[src/lcdseq_pkg.sv]
package lcdseq_pkg;

   // request codes
   typedef enum logic [2:0] {
      FUNC_WRITE  = 3'd0,
      FUNC_CURSOR = 3'd1,
      FUNC_CLEAR  = 3'd2,
      FUNC_HOME   = 3'd3,
      FUNC_INIT   = 3'd4
   } func_type;

   // register indexes on the configuration port
   typedef enum logic [1:0] {
      REG_PULSE      = 2'd0,
      REG_BYTE_WAIT  = 2'd1,
      REG_CLEAR_WAIT = 2'd2
   } reg_index_type;

   localparam int CSR_ADDR_W = 4;
   localparam int CSR_DATA_W = 32;

   localparam logic [7:0]  PULSE_RESET      = 8'd5;
   localparam logic [15:0] BYTE_WAIT_RESET  = 16'd2000;
   localparam logic [15:0] CLEAR_WAIT_RESET = 16'd2000;

   // display commands
   localparam logic [7:0] CMD_SET_ADDR   = 8'h80;
   localparam logic [7:0] CMD_FUNC_SET   = 8'h28;
   localparam logic [7:0] CMD_DISPLAY_ON = 8'h0C;
   localparam logic [7:0] CMD_ENTRY_MODE = 8'h06;
   localparam logic [7:0] CMD_CLEAR      = 8'h01;
   localparam logic [7:0] CMD_HOME       = 8'h02;

   // power-up sequence
   localparam logic [3:0]  WAKE_NIBBLE  = 4'h3;
   localparam logic [3:0]  WAKE_FINAL   = 4'h2;
   localparam logic [15:0] OPEN_WAIT_US = 16'd15000;
   localparam int INIT_EVENTS    = 25;
   localparam int WAKE_FIRST     = 1;
   localparam int WAKE_EVENTS    = 8;
   localparam int INIT_BYTE_BASE = WAKE_FIRST + WAKE_EVENTS;
   localparam int STEP_W         = $clog2(INIT_EVENTS);

   localparam int QUEUE_DEPTH = 4;
   localparam int QPTR_W      = $clog2(QUEUE_DEPTH);

   // one classified request
   typedef struct packed {
      logic       is_init;
      logic       rs;
      logic [7:0] byte_value;
      logic       add_clear;
   } job_type;

   function automatic logic [7:0] row_offset(input logic [1:0] row);
      logic [7:0] offset;
      case (row)
         2'd0:    offset = 8'h00;
         2'd1:    offset = 8'h40;
         2'd2:    offset = 8'h14;
         default: offset = 8'h54;
      endcase
      return offset;
   endfunction

   // extra hold after each wake-up nibble
   function automatic logic [15:0] wake_extra(input logic [1:0] idx);
      logic [15:0] extra;
      case (idx)
         2'd0:    extra = 16'd5000;
         2'd1:    extra = 16'd160;
         2'd2:    extra = 16'd160;
         default: extra = 16'd10000;
      endcase
      return extra;
   endfunction

   // command bytes that close the power-up sequence
   function automatic logic [7:0] init_byte(input logic [1:0] idx);
      logic [7:0] cmd;
      case (idx)
         2'd0:    cmd = CMD_FUNC_SET;
         2'd1:    cmd = CMD_DISPLAY_ON;
         2'd2:    cmd = CMD_ENTRY_MODE;
         default: cmd = CMD_CLEAR;
      endcase
      return cmd;
   endfunction

   function automatic logic [15:0] sat_add(input logic [15:0] a, input logic [15:0] b);
      logic [16:0] sum;
      sum = {1'b0, a} + {1'b0, b};
      return sum[16] ? 16'hFFFF : sum[15:0];
   endfunction

endpackage

[src/lcdseq_chan_if.sv]
interface lcdseq_req_if;
   logic       valid;
   logic       ready;
   logic [2:0] func;
   logic [7:0] byte_value;
   logic       register_select;
   logic [1:0] row;
   logic [5:0] column;

   modport source (output valid, func, byte_value, register_select, row, column,
                   input ready);
   modport sink   (input valid, func, byte_value, register_select, row, column,
                   output ready);
endinterface

interface lcdseq_rsp_if;
   logic        valid;
   logic        ready;
   logic        rs_pin;
   logic        enable_pin;
   logic [3:0]  data_nibble;
   logic [15:0] hold_us;
   logic        last;

   modport source (output valid, rs_pin, enable_pin, data_nibble, hold_us, last,
                   input ready);
   modport sink   (input valid, rs_pin, enable_pin, data_nibble, hold_us, last,
                   output ready);
endinterface

[src/lcdseq_front.sv]
module lcdseq_front (
   lcdseq_req_if.sink      req,
   input  logic            queue_full,
   output logic            push,
   output lcdseq_pkg::job_type job
);
   import lcdseq_pkg::*;

   logic       known;
   logic [7:0] cursor_addr;

   assign req.ready = !queue_full;

   // form the cursor address, wrapping to 8 bits
   assign cursor_addr = row_offset(req.row) + {2'b00, req.column};

   // classify the request; unknown codes are accepted and dropped
   always_comb begin
      known         = 1'b1;
      job.is_init   = 1'b0;
      job.rs        = 1'b0;
      job.byte_value = req.byte_value;
      job.add_clear = 1'b0;
      unique case (func_type'(req.func))
         FUNC_WRITE: begin
            job.rs = req.register_select;
         end
         FUNC_CURSOR: begin
            job.byte_value = CMD_SET_ADDR | cursor_addr;
         end
         FUNC_CLEAR: begin
            job.byte_value = CMD_CLEAR;
            job.add_clear  = 1'b1;
         end
         FUNC_HOME: begin
            job.byte_value = CMD_HOME;
            job.add_clear  = 1'b1;
         end
         FUNC_INIT: begin
            job.is_init = 1'b1;
         end
         default: begin
            known = 1'b0;
         end
      endcase
   end

   assign push = req.valid && req.ready && known;

endmodule

[src/lcdseq_queue.sv]
module lcdseq_queue (
   input  logic                clock,
   input  logic                reset,
   input  logic                push,
   input  lcdseq_pkg::job_type push_job,
   input  logic                pop,
   output lcdseq_pkg::job_type head,
   output logic                empty,
   output logic                full
);
   import lcdseq_pkg::*;

   job_type             entry_ff [QUEUE_DEPTH];
   logic [QPTR_W-1:0]   wr_ptr_ff, wr_ptr_in;
   logic [QPTR_W-1:0]   rd_ptr_ff, rd_ptr_in;
   logic [QPTR_W:0]     count_ff, count_in;

   assign empty = (count_ff == '0);
   assign full  = (count_ff == (QPTR_W + 1)'(QUEUE_DEPTH));
   assign head  = entry_ff[rd_ptr_ff];

   // advance pointers and occupancy
   always_comb begin
      wr_ptr_in = push ? wr_ptr_ff + 1'b1 : wr_ptr_ff;
      rd_ptr_in = pop  ? rd_ptr_ff + 1'b1 : rd_ptr_ff;
      count_in  = count_ff;
      if (push && !pop) begin
         count_in = count_ff + 1'b1;
      end else if (pop && !push) begin
         count_in = count_ff - 1'b1;
      end
   end

   always_ff @(posedge clock) begin
      if (reset) begin
         wr_ptr_ff <= '0;
         rd_ptr_ff <= '0;
         count_ff  <= '0;
      end else begin
         wr_ptr_ff <= wr_ptr_in;
         rd_ptr_ff <= rd_ptr_in;
         count_ff  <= count_in;
      end
   end

   // store the pushed job
   always_ff @(posedge clock) begin
      if (push) begin
         entry_ff[wr_ptr_ff] <= push_job;
      end
   end

endmodule

[src/lcdseq_back.sv]
module lcdseq_back (
   input  logic                clock,
   input  logic                reset,
   input  lcdseq_pkg::job_type head,
   input  logic                head_valid,
   input  logic [7:0]          pulse_us,
   input  logic [15:0]         byte_wait_us,
   input  logic [15:0]         clear_wait_us,
   output logic                pop,
   lcdseq_rsp_if.source        rsp
);
   import lcdseq_pkg::*;

   logic [STEP_W-1:0] step_ff, step_in;
   logic [STEP_W-1:0] wake_pos;
   logic [STEP_W-1:0] byte_pos;

   logic        fire;
   logic        ev_rs;
   logic        ev_en;
   logic [3:0]  ev_nib;
   logic [15:0] ev_hold;
   logic        ev_last;

   logic        bp_phase;
   logic [7:0]  bp_byte;
   logic [1:0]  bp_k;
   logic        bp_clear;
   logic [15:0] pulse16;
   logic [15:0] byte_extra;
   logic [15:0] byte_end_hold;

   logic        rsp_valid_ff, rsp_valid_in;
   logic        rs_pin_ff;
   logic        enable_pin_ff;
   logic [3:0]  data_nibble_ff;
   logic [15:0] hold_us_ff;
   logic        last_ff;

   assign pulse16  = {8'h00, pulse_us};
   assign wake_pos = step_ff - STEP_W'(WAKE_FIRST);
   assign byte_pos = step_ff - STEP_W'(INIT_BYTE_BASE);

   // pick the byte and nibble position for the current step
   always_comb begin
      bp_phase = 1'b1;
      bp_byte  = head.byte_value;
      bp_k     = step_ff[1:0];
      bp_clear = head.add_clear;
      if (head.is_init) begin
         if (step_ff < STEP_W'(INIT_BYTE_BASE)) begin
            bp_phase = 1'b0;
         end
         bp_byte  = init_byte(byte_pos[3:2]);
         bp_k     = byte_pos[1:0];
         bp_clear = (byte_pos[3:2] == 2'd3);
      end
   end

   assign byte_extra    = sat_add(byte_wait_us, bp_clear ? clear_wait_us : 16'h0000);
   assign byte_end_hold = sat_add(pulse16, byte_extra);

   // decode the pin event for the current step
   always_comb begin
      ev_rs   = head.is_init ? 1'b0 : head.rs;
      ev_en   = 1'b0;
      ev_nib  = 4'h0;
      ev_hold = OPEN_WAIT_US;
      if (bp_phase) begin
         ev_en   = ~bp_k[0];
         ev_nib  = bp_k[1] ? bp_byte[3:0] : bp_byte[7:4];
         ev_hold = (bp_k == 2'd3) ? byte_end_hold : pulse16;
      end else if (step_ff != '0) begin
         ev_en   = ~wake_pos[0];
         ev_nib  = (wake_pos[2:1] == 2'd3) ? WAKE_FINAL : WAKE_NIBBLE;
         ev_hold = wake_pos[0] ? sat_add(pulse16, wake_extra(wake_pos[2:1])) : pulse16;
      end
      ev_last = head.is_init ? (step_ff == STEP_W'(INIT_EVENTS - 1))
                             : (step_ff[1:0] == 2'd3);
   end

   // emit one event per cycle when the output register has room
   assign fire = head_valid && (!rsp_valid_ff || rsp.ready);
   assign pop  = fire && ev_last;

   always_comb begin
      step_in = step_ff;
      if (fire) begin
         step_in = ev_last ? '0 : step_ff + 1'b1;
      end
      rsp_valid_in = fire || (rsp_valid_ff && !rsp.ready);
   end

   always_ff @(posedge clock) begin
      if (reset) begin
         step_ff      <= '0;
         rsp_valid_ff <= 1'b0;
      end else begin
         step_ff      <= step_in;
         rsp_valid_ff <= rsp_valid_in;
      end
   end

   // hold the event until it is taken
   always_ff @(posedge clock) begin
      if (fire) begin
         rs_pin_ff      <= ev_rs;
         enable_pin_ff  <= ev_en;
         data_nibble_ff <= ev_nib;
         hold_us_ff     <= ev_hold;
         last_ff        <= ev_last;
      end
   end

   assign rsp.valid       = rsp_valid_ff;
   assign rsp.rs_pin      = rs_pin_ff;
   assign rsp.enable_pin  = enable_pin_ff;
   assign rsp.data_nibble = data_nibble_ff;
   assign rsp.hold_us     = hold_us_ff;
   assign rsp.last        = last_ff;

endmodule

[src/char_lcd_nibble_sequencer_top.sv]
// Character LCD nibble sequencer for a 4-bit bus. Each request (write byte,
// set cursor, clear, home, power-up init) is turned into pin events, one per
// clock when the consumer keeps rsp ready high: a write, cursor, clear or home
// request yields one byte as two nibbles, and init the full power-up sequence.
// The event sequencer sets that rate. Requests are taken every cycle while the
// four-entry job queue has room; unknown request codes are taken and dropped.
// Hold times, byte waits and the clear wait come from the three APB registers
// and saturate at 65535 us. Write the registers only while no transaction is
// in flight.
module char_lcd_nibble_sequencer_top (
   input  logic                              clock,
   input  logic                              reset,
   lcdseq_req_if.sink                        req_chan,
   lcdseq_rsp_if.source                      rsp_chan,
   input  logic                              psel,
   input  logic                              penable,
   input  logic                              pwrite,
   input  logic [lcdseq_pkg::CSR_ADDR_W-1:0] paddr,
   input  logic [lcdseq_pkg::CSR_DATA_W-1:0] pwdata,
   output logic [lcdseq_pkg::CSR_DATA_W-1:0] prdata,
   output logic                              pready
);
   import lcdseq_pkg::*;

   logic [7:0]    pulse_us_ff;
   logic [15:0]   byte_wait_us_ff;
   logic [15:0]   clear_wait_us_ff;
   logic          csr_write;
   reg_index_type csr_index;

   job_type       push_job;
   job_type       head;
   logic          push;
   logic          pop;
   logic          q_empty;
   logic          q_full;

   // configuration registers
   assign pready    = 1'b1;
   assign csr_write = psel && penable && pwrite && pready;
   assign csr_index = reg_index_type'(paddr[3:2]);

   always_ff @(posedge clock) begin
      if (reset) begin
         pulse_us_ff      <= PULSE_RESET;
         byte_wait_us_ff  <= BYTE_WAIT_RESET;
         clear_wait_us_ff <= CLEAR_WAIT_RESET;
      end else if (csr_write) begin
         unique case (csr_index)
            REG_PULSE:      pulse_us_ff      <= pwdata[7:0];
            REG_BYTE_WAIT:  byte_wait_us_ff  <= pwdata[15:0];
            REG_CLEAR_WAIT: clear_wait_us_ff <= pwdata[15:0];
            default: begin
            end
         endcase
      end
   end

   always_comb begin
      unique case (csr_index)
         REG_PULSE:      prdata = {24'h000000, pulse_us_ff};
         REG_BYTE_WAIT:  prdata = {16'h0000, byte_wait_us_ff};
         REG_CLEAR_WAIT: prdata = {16'h0000, clear_wait_us_ff};
         default:        prdata = '0;
      endcase
   end

   lcdseq_front u_front (
      .req        (req_chan),
      .queue_full (q_full),
      .push       (push),
      .job        (push_job)
   );

   lcdseq_queue u_queue (
      .clock    (clock),
      .reset    (reset),
      .push     (push),
      .push_job (push_job),
      .pop      (pop),
      .head     (head),
      .empty    (q_empty),
      .full     (q_full)
   );

   lcdseq_back u_back (
      .clock         (clock),
      .reset         (reset),
      .head          (head),
      .head_valid    (!q_empty),
      .pulse_us      (pulse_us_ff),
      .byte_wait_us  (byte_wait_us_ff),
      .clear_wait_us (clear_wait_us_ff),
      .pop           (pop),
      .rsp           (rsp_chan)
   );

   // never push into a full queue
   assert property (@(posedge clock) disable iff (reset) push |-> !q_full)
      else $error("job pushed into full queue");

   // retire a job only when one is waiting
   assert property (@(posedge clock) disable iff (reset) pop |-> !q_empty)
      else $error("job popped from empty queue");

   // the output register comes out of reset empty
   assert property (@(posedge clock) reset |=> !rsp_chan.valid)
      else $error("event valid after reset");

endmodule

[src/flat_wrapper.sv]
// flat-port wrapper written by rule: the top's interface ports become plain ports
module char_lcd_nibble_sequencer_top_flat import lcdseq_pkg::*;
  (clock, reset, psel, penable, pwrite, paddr, pwdata, prdata, pready, req_chan_valid, req_chan_func, req_chan_byte_value, req_chan_register_select, req_chan_row, req_chan_column, req_chan_ready, rsp_chan_valid, rsp_chan_rs_pin, rsp_chan_enable_pin, rsp_chan_data_nibble, rsp_chan_hold_us, rsp_chan_last, rsp_chan_ready);
  lcdseq_req_if req_chan_i ();
  lcdseq_rsp_if rsp_chan_i ();
  input  logic clock;
  input  logic reset;
  input  logic psel;
  input  logic penable;
  input  logic pwrite;
  input  logic [lcdseq_pkg::CSR_ADDR_W-1:0] paddr;
  input  logic [lcdseq_pkg::CSR_DATA_W-1:0] pwdata;
  output logic [lcdseq_pkg::CSR_DATA_W-1:0] prdata;
  output logic pready;
  input wire logic [$bits(req_chan_i.valid)-1:0] req_chan_valid;
  input wire logic [$bits(req_chan_i.func)-1:0] req_chan_func;
  input wire logic [$bits(req_chan_i.byte_value)-1:0] req_chan_byte_value;
  input wire logic [$bits(req_chan_i.register_select)-1:0] req_chan_register_select;
  input wire logic [$bits(req_chan_i.row)-1:0] req_chan_row;
  input wire logic [$bits(req_chan_i.column)-1:0] req_chan_column;
  output wire logic [$bits(req_chan_i.ready)-1:0] req_chan_ready;
  output wire logic [$bits(rsp_chan_i.valid)-1:0] rsp_chan_valid;
  output wire logic [$bits(rsp_chan_i.rs_pin)-1:0] rsp_chan_rs_pin;
  output wire logic [$bits(rsp_chan_i.enable_pin)-1:0] rsp_chan_enable_pin;
  output wire logic [$bits(rsp_chan_i.data_nibble)-1:0] rsp_chan_data_nibble;
  output wire logic [$bits(rsp_chan_i.hold_us)-1:0] rsp_chan_hold_us;
  output wire logic [$bits(rsp_chan_i.last)-1:0] rsp_chan_last;
  input wire logic [$bits(rsp_chan_i.ready)-1:0] rsp_chan_ready;
  assign req_chan_i.valid = req_chan_valid;
  assign req_chan_i.func = req_chan_func;
  assign req_chan_i.byte_value = req_chan_byte_value;
  assign req_chan_i.register_select = req_chan_register_select;
  assign req_chan_i.row = req_chan_row;
  assign req_chan_i.column = req_chan_column;
  assign req_chan_ready = req_chan_i.ready;
  assign rsp_chan_valid = rsp_chan_i.valid;
  assign rsp_chan_rs_pin = rsp_chan_i.rs_pin;
  assign rsp_chan_enable_pin = rsp_chan_i.enable_pin;
  assign rsp_chan_data_nibble = rsp_chan_i.data_nibble;
  assign rsp_chan_hold_us = rsp_chan_i.hold_us;
  assign rsp_chan_last = rsp_chan_i.last;
  assign rsp_chan_i.ready = rsp_chan_ready;
  char_lcd_nibble_sequencer_top u_core (.clock(clock), .reset(reset), .req_chan(req_chan_i), .rsp_chan(rsp_chan_i), .psel(psel), .penable(penable), .pwrite(pwrite), .paddr(paddr), .pwdata(pwdata), .prdata(prdata), .pready(pready));
endmodule
[config.mk]
export PLATFORM = sky130hd
export DESIGN_NAME = char_lcd_nibble_sequencer_top_flat
export DESIGN_NICKNAME = d
export VERILOG_FILES = /design/src/lcdseq_pkg.sv /design/src/lcdseq_chan_if.sv /design/src/lcdseq_front.sv /design/src/lcdseq_queue.sv /design/src/lcdseq_back.sv /design/src/char_lcd_nibble_sequencer_top.sv /design/src/flat_wrapper.sv
export SDC_FILE = /design/constraint.sdc
export NUM_CORES = 1
export LEC_CHECK = 0
export BUFFER_PORTS_ARGS = -buffer_cell sky130_fd_sc_hd__buf_4
export CORE_MARGIN = 8
export CORE_UTILIZATION = 40
export CTS_BUF_LIST = sky130_fd_sc_hd__clkbuf_16
export CTS_CLUSTER_SIZE = 20
export DETAILED_ROUTE_END_ITERATION = 10
export GPL_TIMING_DRIVEN = 1
export PLACE_DENSITY_LB_ADDON = 0.1
export REMOVE_ABC_BUFFERS = 1
export SYNTH_ARGS = -nofsm -noshare
export SYNTH_HDL_FRONTEND = slang
export SYNTH_SLANG_ARGS = --single-unit
[constraint.sdc]
create_clock -name clock -period 14.5 [get_ports clock]
set_clock_uncertainty 0.05 [all_clocks]
set_input_delay 0.725 -clock clock [delete_from_list [all_inputs] [get_ports clock]]
set_output_delay 0.725 -clock clock [all_outputs]
set_load 0.02 [all_outputs]
; ---- Word level (Yosys, flattened, before mapping)
; Memories as Yosys holds them, arrays and structs flattened. A register that Yosys moved wholly into a read port is not among the register bits.
; Cells that the tools add are included.
; Widths: inputs -> output; s select.
[word_totals]
ff_bits = 76
ram_bits = 44
in_bits = 63
out_inout_bits = 58
wordCells = 115
mem_count = 1
[classes]
n_addsub = 11
magnitude_cmp = 1
eq_ne = 18
mux = 38
n_bitwise = 2
reduce_logical = 31
[mem_list]
columns = memory, words, width, rd, rd_clocked_by_memory_dff, wr, line_no
row1 = u_core.u_queue.entry_ff, 4, 11, 1, 1, 1, lcdseq_queue.sv:13  ; job_type entry_ff [QUEUE_DEPTH];
[op_table]
columns = cell, n
row1 = $mux 16, 10
row2 = $pmux 16 s3, 1
row3 = $add 8x16->17, 2
row4 = $pmux 14 s2, 1
row5 = $pmux 8 s3, 1
row6 = $pmux 7 s3, 1
row7 = $pmux 6 s3, 1
row8 = $add 16x16->17, 1
row9 = $eq 2x2->1 const B, 8
row10 = $mux 1, 13
row11 = $logic_and 1x1->1, 9
row12 = $eq 2x1->1 const B, 4
row13 = $logic_not 2->1, 4
row14 = $mux 2, 4
row15 = $mux 4, 2
row16 = $mux 8, 1
row17 = $add 7x6->7, 1
row18 = $eq 3x2->1 const B, 2
row19 = $eq 3x3->1 const B, 2
row20 = $logic_not 1->1, 6
row21 = $logic_not 3->1, 2
row22 = $mux 3, 2
row23 = $reduce_and 2->1, 3
row24 = $sub 3x1->3 const B, 2
row25 = 14 further kinds, 18

; ---- Longest topological paths before layout
; Gate-level depths: netlist of the first run.
[depth]
depth_word = 11
mapped_depth = 28
ltp_nobuf = 25

; ---- Cells and area by module
; From an unflattened synthesis of the first run, not the netlist that was laid out.
[unflattened]
cells_unflattened = 767
area_unflattened_um2 = 7776.2
[modules_own_cells]
columns = module, n_inst, cells_per_inst, area_per_inst_um2, seq_area_each_um2
row1 = lcdseq_back, 1, 402, 3369.5, 810.8
row2 = char_lcd_nibble_sequencer_top, 1, 216, 2062.0, 800.8
row3 = lcdseq_queue, 1, 101, 2018.2, 1501.4
row4 = lcdseq_front, 1, 48, 326.6, 0.0

; ---- Least setup slack after synthesis of the first run
; Ideal clock, no wire load.
[synth_path]
kind = reg-to-reg
startpoint = register u_core.u_back.step_ff[0]
endpoint = register u_core.u_back.hold_us_ff[14], in the netlist u_core.u_back.rsp.hold_us[14], data pin
setup_time_ns = 0.263
arrival_ns = 5.728
t_required_ns = 14.187
path_slack_ns = 8.459
stages_incl_launch_ff = 29
path_buffers = 3
synth_period_minus_slack_ns = 6.041
path_cell_list = dfxtp_1 -> clkbuf_1 -> clkinv_1 -> ha_1 -> xor2_1 -> ha_1 -> mux2i_1 -> clkbuf_1 -> nor2b_1 -> ha_1 -> inv_1 -> fa_1 -> nand2b_1 -> a21o_1 -> a21o_1 -> a21oi_1 -> nor2_1 -> buf_2 -> nand2_1 -> inv_1 -> fa_1 -> nor2b_1 -> o21a_1 -> o211ai_1 -> a31oi_1 -> nand3_1 -> nor3_1 -> mux2i_1 -> a21oi_1
[synth_between]
elab_chain_cells = 11
elab_cells_between_ends = 28
cone_classes = add/sub: 5 / order compare: 1 / eq/ne: 4 / mux: 15 / reduce/logical: 3
[synth_rtl]
columns = item, line_no
row1 = start: declaration, lcdseq_back.sv:14  ; logic [STEP_W-1:0] step_ff, step_in;
row2 = start signal: assignment, lcdseq_back.sv:99  ; step_ff <= step_in;
row3 = "parallel branches: the longest is 10 deep, another holds $add 16x16->17", -
row4 = $mux 16 *, lcdseq_back.sv:69  ; if (bp_phase) begin
row5 = end signal: assignment, lcdseq_back.sv:110  ; hold_us_ff <= ev_hold;
row6 = end: declaration, lcdseq_back.sv:37  ; logic [15:0] hold_us_ff;
; Mark *: on every way between the ends. The select of a mux whose other input is x is not followed.
; A chain may end at the register's enable or synchronous reset.

; ---- Worst setup path in the final report of the first run
[layout_path]
startpoint = register u_core.u_back.step_ff[0]
endpoint = register u_core.u_back.hold_us_ff[9], in the netlist u_core.u_back.rsp.hold_us[9], data pin
[layout_between]
elab_chain_cells = 11
elab_cells_between_ends = 28
cone_classes = add/sub: 5 / order compare: 1 / eq/ne: 4 / mux: 15 / reduce/logical: 3
[layout_rtl]
columns = item, line_no
row1 = "parallel branches: the longest is 10 deep, another holds $add 16x16->17", -
row2 = $mux 16 *, lcdseq_back.sv:69
row3 = named net u_core.u_back.ev_hold[9], lcdseq_back.sv:22  ; logic [15:0] ev_hold;
; Mark *: on every way through the listed nets, which the timed path passes. The select of a mux whose other input is x is not followed.

==> metrics, run 1 <==
result of the run=completed; via count=between 6000 and 7000; flops & latches, synth=around 120; gr usage total=16.7%; post-route ant nets=0; Hold WS=0.432 ns; RSZ-0062 raised after global routing=false; Post-CTS Setup Inserts=0; critical path type=reg2reg; max-cap check violation count=0; TritonCTS clock tree=built; Die Wd=153 um; sequential-to-total area share from yosys stat=41.2%; Final Hold Fails=0; CP Cell Sequence=clkinv_1 > ha_1 > xor2_1 > ha_1 > mux2i_2 > nor2b_1 > ha_1 > inv_1 > fa_1 > nand2b_1 > a21o_1 > a21o_1 > a21oi_1 > nor2_1 > nand2_1 > ha_1 > a211oi_1 > o21a_1 > o21ai_0 > and3_1 > nor2_1 > nor3_1 > o32ai_1 > a311oi_2; YS warnings=0; Req. time, crit path=14.59 ns; Metal-1 WL=9760 um; vias in the first global route=just under 6000; Hold Path Class=reg2reg; IO Pins=around 120; CTS Buffer Depth=2; Post-CTS Resized=0; Post-route DRC=0; Die Ht=153 um; PD cells=~140 nW/um2; vias per cell=around 5.5; Worst Path Max Fanout=16; Rows=50; slowest cell on the critical path=nor2_1; CTS root buf=clkbuf_16; routed wl met2=8540 um; FMAX=0.137 GHz; Initial Utilization=40.6%; initial antenna violation count=0; clock latency on the worst-skew pair=0.43 ns; CTS HTree Levels=4; dominant cell type by area after synthesis=edfxtp_1; Tmin final=7.32 ns; met3 wire len=1220 um; crit start category=flop; Syn Area/Cell=roughly 9.4 um2; final wirelength=19900 um; Layout Utilization=47.8%; pre-CTS worst setup slack=7.17 ns; largest net degree at the start of global routing=51; TritonRoute pass-1 iters=5; relative slew slack=20.8%; die area=23600 um2; Slew @ Worst Pin=1.19 ns; CP max stage delay=0.74 ns; synthesized cell area=between 7000 and 8000 um2; Final HPWL DP=roughly 15000 um; share of the synthesized area in the top cell type=26.6%; Worst setup EP type=flop; worst vdd ir=between 70 and 80 uV; clock-pin transition on the worst setup and hold timing paths=around 0.06 ns; number of synthesized flops with an enable pin=67; total CTS buffers=17; Hold Buf Count CTS=0; synth-to-layout area growth=17.8%; DR top layer=met4; GP Congestion=~0.84; Finish-stage setup viols=0; DRT iter0 DRCs=between 300 and 400; CP dominant cell by count=ha_1; Synth Flop Type=edfxtp_1; grt ovf=0; synth unique cells=72; diode count=0; total core area=18600 um2; final setup TNS=0 ns; fin cells=1121; Post-synth ARST share=0%; placed cells=1089; Leak Pwr=3.51 nW; period utilization=between 50% and 60%; fraction of layout cells with a size suffix above 1=17.4%; Pwr Total=1.27 mW; wire length per cell=~18 um; first-pass GRT wire length=31500 um; Crit path arrival time=7.41 ns; Slew Limit Fails=0; Clock Sinks=122; most common cell after layout, fill and taps aside=nand2_1; Synth Instances=800; Synth area leaders=edfxtp_1 (27%), dfxtp_1 (15%), ha_1 (7.8%); IO buf count=85; Post-Layout Inst Area=about 8900 um2; area post-placement=8340 um2; worst setup margin=7.18 ns; most frequent cells in the layout=nand2_1 (135), buf_4 (89), a21oi_1 (67), edfxtp_1 (67), dfxtp_1 (55); nets@finish=988
[registers in the layout (all words and copies together), names as in the netlist, 2 cells and up, named ones only]
signal and cells:
u_core.byte_wait_us_ff 16, u_core.clear_wait_us_ff 16, u_core.pulse_us_ff 8, u_core.u_back.rsp.data_nibble 4, u_core.u_back.rsp.hold_us 16, u_core.u_back.step_ff 5
u_core.u_queue.count_ff 3, u_core.u_queue.entry_ff 44, u_core.u_queue.rd_ptr_ff 2, u_core.u_queue.wr_ptr_ff 2
[worst paths after layout]
check | from | endpoint | slack, ns | cells after the start
max | u_core.u_back.step_ff[0] | u_core.u_back.rsp.hold_us[9] | 7.18 | 24
min | u_core.clear_wait_us_ff[5] | u_core.clear_wait_us_ff[5] | 0.43 | 2
max reg2reg | u_core.u_back.step_ff[0] | u_core.u_back.rsp.hold_us[9] | 7.18 | 24
min reg2reg | u_core.clear_wait_us_ff[5] | u_core.clear_wait_us_ff[5] | 0.43 | 2
[synth_stat cells (all sizes together) (8+ instances only)]
library cell and n:
nand2 136, a21oi 68, edfxtp 67, dfxtp 55
o21ai 49, ha 47, nor2 42, nor2b 31
clkbuf 28, buf 21, inv 20, mux2i 17
xnor2 16, nand3b 15, xor2 15, a211oi 12
and2 11, mux4 11, nor3 11, a21o 10
o22ai 9, a22o 8
[critical path: cells and delay by family (launching register included)]
family / cells / cell delay [ns]
buf+inv: 2 / 0.43
mux: 1 / 0.70
simple gates: 7 / 1.80
compound gates: 8 / 1.84
fa+ha+maj: 5 / 1.40
xor+xnor: 1 / 0.22
flops: 1 / 0.59
[layer usage]
layer | GRT usage (%) | vias up
met4 | 6.30 | 0
met1 | 22.9 | 2956
met2 | 24.3 | 183
met3 | 4.85 | 26
met5 | 0 | -
li1 | - | 3004
[logic make-up (layout without fill, tap and decap cells)]
group / after synthesis / after routing / share of synthesized area (%)
AOI/OAI and AO/OA: 201 / 201 / 16.9
xor gates and xnor gates: 31 / 31 / 3.69
adders and majority gates: 51 / 51 / 8.84
buffers and inverters: 70 / 142 / 4.37
DFF: 122 / 122 / 41.2
muxes: 30 / 30 / 5.83
other: 2 / 17 / 0.0993
and+or+nand+nor: 293 / 293 / 19.1
[power breakdown]
group / internal, mW / switching [mW] / total, mW
logic: 0.169 / 0.267 / 0.436
registers: 0.409 / 0.0170 / 0.426
clock network: 0.239 / 0.168 / 0.406
total: 0.817 / 0.452 / 1.27
[layout make-up]
class / instances / area (um2)
clock buffer: 17 / 425
clock inverter: 15 / 143
fill: 1773 / 9730
inverter: 21 / 78.8
multi-input combinational: 623 / 4190
sequential: 122 / 3110
tap: 234 / 293
timing repair buffer: 89 / 668
Power figures use the tool's default switching activity.
==> run 2: changes to the inputs <==
- clock period: 14.5 -> 7.17 ns (I/O delays scaled with it)
==> run 2 against run 1 <==
Global-route usage is 0.13 points higher. Combinational power grew 100%. Sequential power is 100% higher. Clock-buffer cell count unchanged. Largest power group is now the clock network.
==> metrics, run 2 (synthesis results as in run 1) <==
Pwr Total=around 2.7 mW; IO Pins=about 120; gr usage total=16.8%; crit start category=flop; Clock Sinks=122; Hold Path Class=in2reg; initial antenna violation count=0; max-cap check violation count=0; relative slew slack=a little under a third; pre-CTS worst setup slack=0.949 ns; worst vdd ir=about 170 uV; reg-to-reg slack, setup=0.92 ns; DRT iter0 DRCs=440; TritonCTS clock tree=built; Die Ht=around 150 um; Crit path arrival time=6.33 ns; FMAX=0.160 GHz; Slew @ Worst Pin=just over 1 ns; Req. time, crit path=7.26 ns; CTS Buffer Depth=2; total CTS buffers=17; worst setup margin=0.922 ns; clock latency on the worst-skew pair=0.42 ns; result of the run=completed; Rows=50; Tmin final=about 6.2 ns; Post-CTS Setup Inserts=0; die area=23600 um2; Final HPWL DP=between 10000 and 15000 um; GP Congestion=0.837; Worst Path Max Fanout=8; Die Wd=153 um; Finish-stage setup viols=0; max FFs per register=44; Leak Pwr=between 3 and 4 nW; synth-to-layout area growth=19.0%; diode count=0; multi-input logic area=~4200 um2; CP startpoint=u_core.u_back.step_ff[1]; Filler Cell Count=1768; largest net degree at the start of global routing=between 50 and 60; period utilization=87.1%; RSZ-0062 raised after global routing=false; clock-pin transition on the worst setup and hold timing paths=~0.06 ns; Initial Utilization=40.6%; grt ovf=0; wire length per cell=17.8 um; nets@finish=992; most common cell after layout, fill and taps aside=nand2_1; total core area=about 19000 um2; Hold Buf Count CTS=0; Slew Limit Fails=0; PD cells=296 nW/um2; most frequent cells in the layout=nand2_1 (135), buf_4 (93), a21oi_1 (67), edfxtp_1 (67), dfxtp_1 (55); Final Hold Fails=0; Post-Layout Inst Area=8990 um2; fraction of layout cells with a size suffix above 1=between 10% and 20%; total area of sequential cells=about 3100 um2; crit path capture=u_core.u_back.rsp.hold_us[9]; area post-placement=8370 um2; TritonRoute pass-1 iters=5; via count=between 6000 and 7000; R2R Path End=u_core.u_back.rsp.hold_us[9]; Worst R2R Start=u_core.u_back.step_ff[1]; Worst setup EP type=flop; post-route ant nets=0; largest register by flop count=u_core.u_queue.entry_ff; r2r worst-path depth=24; first-pass GRT wire length=31500 um; final setup TNS=0 ns; Post-CTS Resized=0; CTS root buf=clkbuf_16; critical path type=reg2reg; vias in the first global route=5817; CTS HTree Levels=4; Post-route DRC=0; vias per cell=5.47; IO buf count=85; final wirelength=around 20000 um
## run 2: cell count changes in the layout (fill, tap and decap cells not counted), sizes merged
cell      before  now
inv           27   28
clkinvlp       4    1
buf           89   93
bufinv         1    3
## run 2: how the worst min path moves through the flow
stage | start | to | slack, ns | depth (start not counted)
floorplan | reset | u_core.byte_wait_us_ff[0] | 0.38 | 1
global placement | u_core.clear_wait_us_ff[5] | u_core.clear_wait_us_ff[5] | 0.41 | 2
detailed placement | u_core.clear_wait_us_ff[14] | u_core.clear_wait_us_ff[14] | 0.42 | 2
CTS | pwdata[8] | u_core.clear_wait_us_ff[8] | 0.09 | 3
global route | pwdata[8] | u_core.clear_wait_us_ff[8] | 0.11 | 3
finish | pwdata[8] | u_core.clear_wait_us_ff[8] | 0.11 | 3
## run 2: through the flow
stage                     utilization [%]  cells  hold slack, ns
after floorplan                         -    766           0.378
after global placement               44.9   1093           0.410
after detailed placement             44.9   1093           0.416
after CTS                            48.2   1125          0.0940
after global routing                 48.2   1125           0.107
final                                48.2   1125           0.114
## run 2: cell type report
class | instances | share of cell area (%)
multi-input cells | 623 | 46.5
repair buffers | 93 | 7.76
flip-flops and latches | 122 | 34.6
well taps | 234 | 3.26
inverters | 21 | 0.876
clock buffers | 17 | 4.73
clock inverters | 15 | 2.24
## run 2: where the power goes
| group | internal (mW) | switching (mW) | leakage (nW) |
|---|---|---|---|
| clock network | 0.561 | 0.359 | 0.307 |
| logic | 0.342 | 0.543 | 2.19 |
| registers | 0.828 | 0.0270 | 1.07 |
| total | 1.73 | 0.930 | 3.57 |
## run 2: worst max-delay path, stage by stage, from the launching register on
cell	delay [ns]
dfxtp_1	0.47
inv_1	0.17
ha_1	0.25
xor2_1	0.45
ha_1	0.26
mux2i_1	0.12
nor2b_1	0.15
ha_1	0.20
inv_1	0.06
fa_1	0.39
nand2b_1	0.20
a21o_1	0.24
a21o_1	0.21
a21oi_1	0.45
nor2_1	0.18
nand2_1	0.15
ha_1	0.26
a211oi_1	0.31
o21a_1	0.21
o21ai_0	0.12
and3_1	0.21
nor2_1	0.25
nor3_1	0.08
o32ai_1	0.38
a311oi_2	0.16
## run 2: layer usage
metal | vias up | wire [um] | GRT usage [%]
met2 | 213 | 8840 | 25.3
met1 | 2913 | 9670 | 23.1
met4 | 0 | 129 | 4.99
li1 | 3019 | - | -
met3 | 12 | 1350 | 4.54
met5 | - | 0 | 0
==> run 3: changes to the inputs <==
- SYNTH_HIERARCHICAL: default -> 1
==> run 3 against run 2 <==
Die area is 2.6% higher. Fmax is 4.5% lower. Sequential share of layout area is 0.57 points lower. Sequential cell count stayed put. Largest cell class unchanged. Global-route usage is 0.74 points lower. Non-clock buffer count is 2 higher. Wire length is 6.0% lower. Clock-buffer cell count stayed put. Worst hold slack better by 0.044 ns. Utilization is 0.79 points lower.
==> metrics, run 3 <==
result of the run=completed; Post-Layout Inst Area=9140 um2; CTS HTree Levels=4; largest family of logic cells by synthesized area=simple AND/OR/NAND/NOR gates; largest register by flop count=u_core/u_queue/entry_ff; CTS Buffer Depth=2; Die Ht=155 um; Req. time, crit path=7.26 ns; synth unique cells=75; Synth Area in XOR/XNOR=3.83%; share of the synthesized area in the top cell type=25.9%; GP Congestion=0.803; placed cells=1090; vias per cell=5.20; worst vdd ir=about 170 uV; final setup TNS=0 ns; Pwr Total=2.55 mW; vias in the first global route=roughly 6100; synthesized cell area=7780 um2; dominant cell type by area after synthesis=edfxtp_1; synth-to-layout area growth=17.6%; area post-placement=8570 um2; flops & latches, synth=122; die area=24200 um2; critical path type=reg2reg; fraction of layout cells with a size suffix above 1=19.7%; sequential-to-total area share from yosys stat=approximately 40%; area share of fa/ha/maj cells after synthesis=8.59%; total CTS buffers=17; final wirelength=18800 um; fin cells=1122; worst setup margin=between 0.6 and 0.7 ns; Synth Flop Type=edfxtp_1; Crit path arrival time=6.64 ns; Worst Path Max Fanout=12; PD cells=around 280 nW/um2; slowest cell on the critical path=dfxtp_1; FMAX=0.153 GHz; Leak Pwr=3.86 nW; relative slew slack=a little under two fifths; wire length per cell=16.7 um; crit start category=flop; Slew @ Worst Pin=0.943 ns; YS warnings=6; Final Hold Fails=0; IO Pins=121; Worst setup EP type=flop; DRT iter0 DRCs=between 300 and 400; TritonCTS clock tree=built; number of synthesized flops with an enable pin=67; Slew Limit Fails=0; Post-synth top cells=edfxtp_1 (67), nor2_1 (59), mux2i_1 (56), dfxtp_1 (55), nand2b_1 (50); Tmin final=6.54 ns; post-synthesis compound-gate area fraction=14.1%; Initial Utilization=between 40% and 50%; clock latency on the worst-skew pair=0.43 ns; clock-pin transition on the worst setup and hold timing paths=0.06 ns; pre-CTS worst setup slack=0.626 ns; diode count=0; Rows=roughly 50; Finish-stage setup viols=0; Clock Sinks=122; max FFs per register=between 40 and 50; nets@finish=958; post-route ant nets=0; max-cap check violation count=0; Synth Instances=767; Post-route DRC=0; IO buf count=85; TritonRoute pass-1 iters=5; gr usage total=16.1%; RSZ-0062 raised after global routing=false; initial antenna violation count=0; Die Wd=155 um; total core area=19300 um2; Synth area leaders=edfxtp_1 (26%), dfxtp_1 (14%), ha_1 (7.6%); most frequent cells in the layout=buf_4 (95), edfxtp_1 (67), nor2_1 (59); Hold Buf Count CTS=0; most frequent cell after synthesis=edfxtp_1; CTS root buf=clkbuf_16; period utilization=about nine tenths; Synth Area in Simple Gates=17.1%; Final HPWL DP=14100 um; CP max stage delay=0.58 ns; CP dominant cell by count=ha_1; first-pass GRT wire length=~31000 um; Hold Path Class=in2reg; grt ovf=0; Syn Area/Cell=slightly above 10 um2; largest net degree at the start of global routing=73; mux cell area share after synthesis=a little over a tenth; Post-synth ARST share=0%; most common cell after layout, fill and taps aside=buf_4; via count=5838
## run 3: final timing paths
| kind | cells after the start | slack (ns) | start | end |
|---|---|---|---|---|
| worst min register to register | 2 | 0.45 | u_core/u_back/rsp.valid | u_core/u_back/rsp.valid |
| worst min-delay path | 3 | 0.16 | pwdata[4] | u_core/pulse_us_ff[4] |
| worst max register to register | 26 | 0.63 | u_core/u_back/step_ff[1] | u_core/u_back/rsp.hold_us[8] |
| worst max-delay path | 26 | 0.63 | u_core/u_back/step_ff[1] | u_core/u_back/rsp.hold_us[8] |
## run 3: repair_timing
action	in CTS	in global routing
hold endpoints to repair	0	0
endpoints found under the setup margin	0	9
buffers inserted	0	0
resized for setup	0	1
## run 3: logic make-up (layout without fill, tap and decap cells)
| kind of cell | Yosys count | in the layout |
|---|---|---|
| fa+ha+maj | 51 | 51 |
| other cells | 2 | 17 |
| mux | 69 | 69 |
| buf+inv | 82 | 157 |
| compound gates | 163 | 163 |
| simple gates | 244 | 244 |
| xor+xnor | 34 | 34 |
| flops | 122 | 122 |
## run 3: power breakdown
part	switching, mW	internal [mW]
registers	0.0323	0.827
logic	0.515	0.347
clock network	0.370	0.462
total	0.916	1.64
## run 3: layout make-up
| type | count | area (um2) |
|---|---|---|
| fillers | 1848 | 10100 |
| multi-input cells | 578 | 4300 |
| flip-flops and latches | 122 | 3110 |
| repair buffers | 95 | 713 |
| clock buffers | 17 | 425 |
| well taps | 265 | 332 |
| clock inverters | 15 | 146 |
| inverters | 30 | 113 |
## run 3: worst max-delay path: cells and delay by family, from the launching register on
| kind | cells | cell delay (ns) |
|---|---|---|
| compound gates | 10 | 2.40 |
| mux | 1 | 0.44 |
| fa+ha+maj | 5 | 1.26 |
| simple gates | 4 | 0.49 |
| xor+xnor | 1 | 0.17 |
| flops | 1 | 0.58 |
| buf+inv | 5 | 0.88 |
## run 3: stage by stage
stage | hold slack (ns) | utilization (%)
6_report | 0.158 | 47.4
5_1_grt | 0.152 | 47.4
4_1_cts | 0.142 | 47.4
3_5_place_dp | 0.439 | 44.5
3_3_place_gp | 0.428 | 44.5
2_1_floorplan | 0.378 | -
## run 3: layer usage
layer	global-route usage [%]	up-vias	wire length (um)
li1	-	2880	-
met1	20.0	2834	8800
met2	27.3	112	9060
met3	3.55	12	751
met4	4.81	0	169
met5	0	-	0
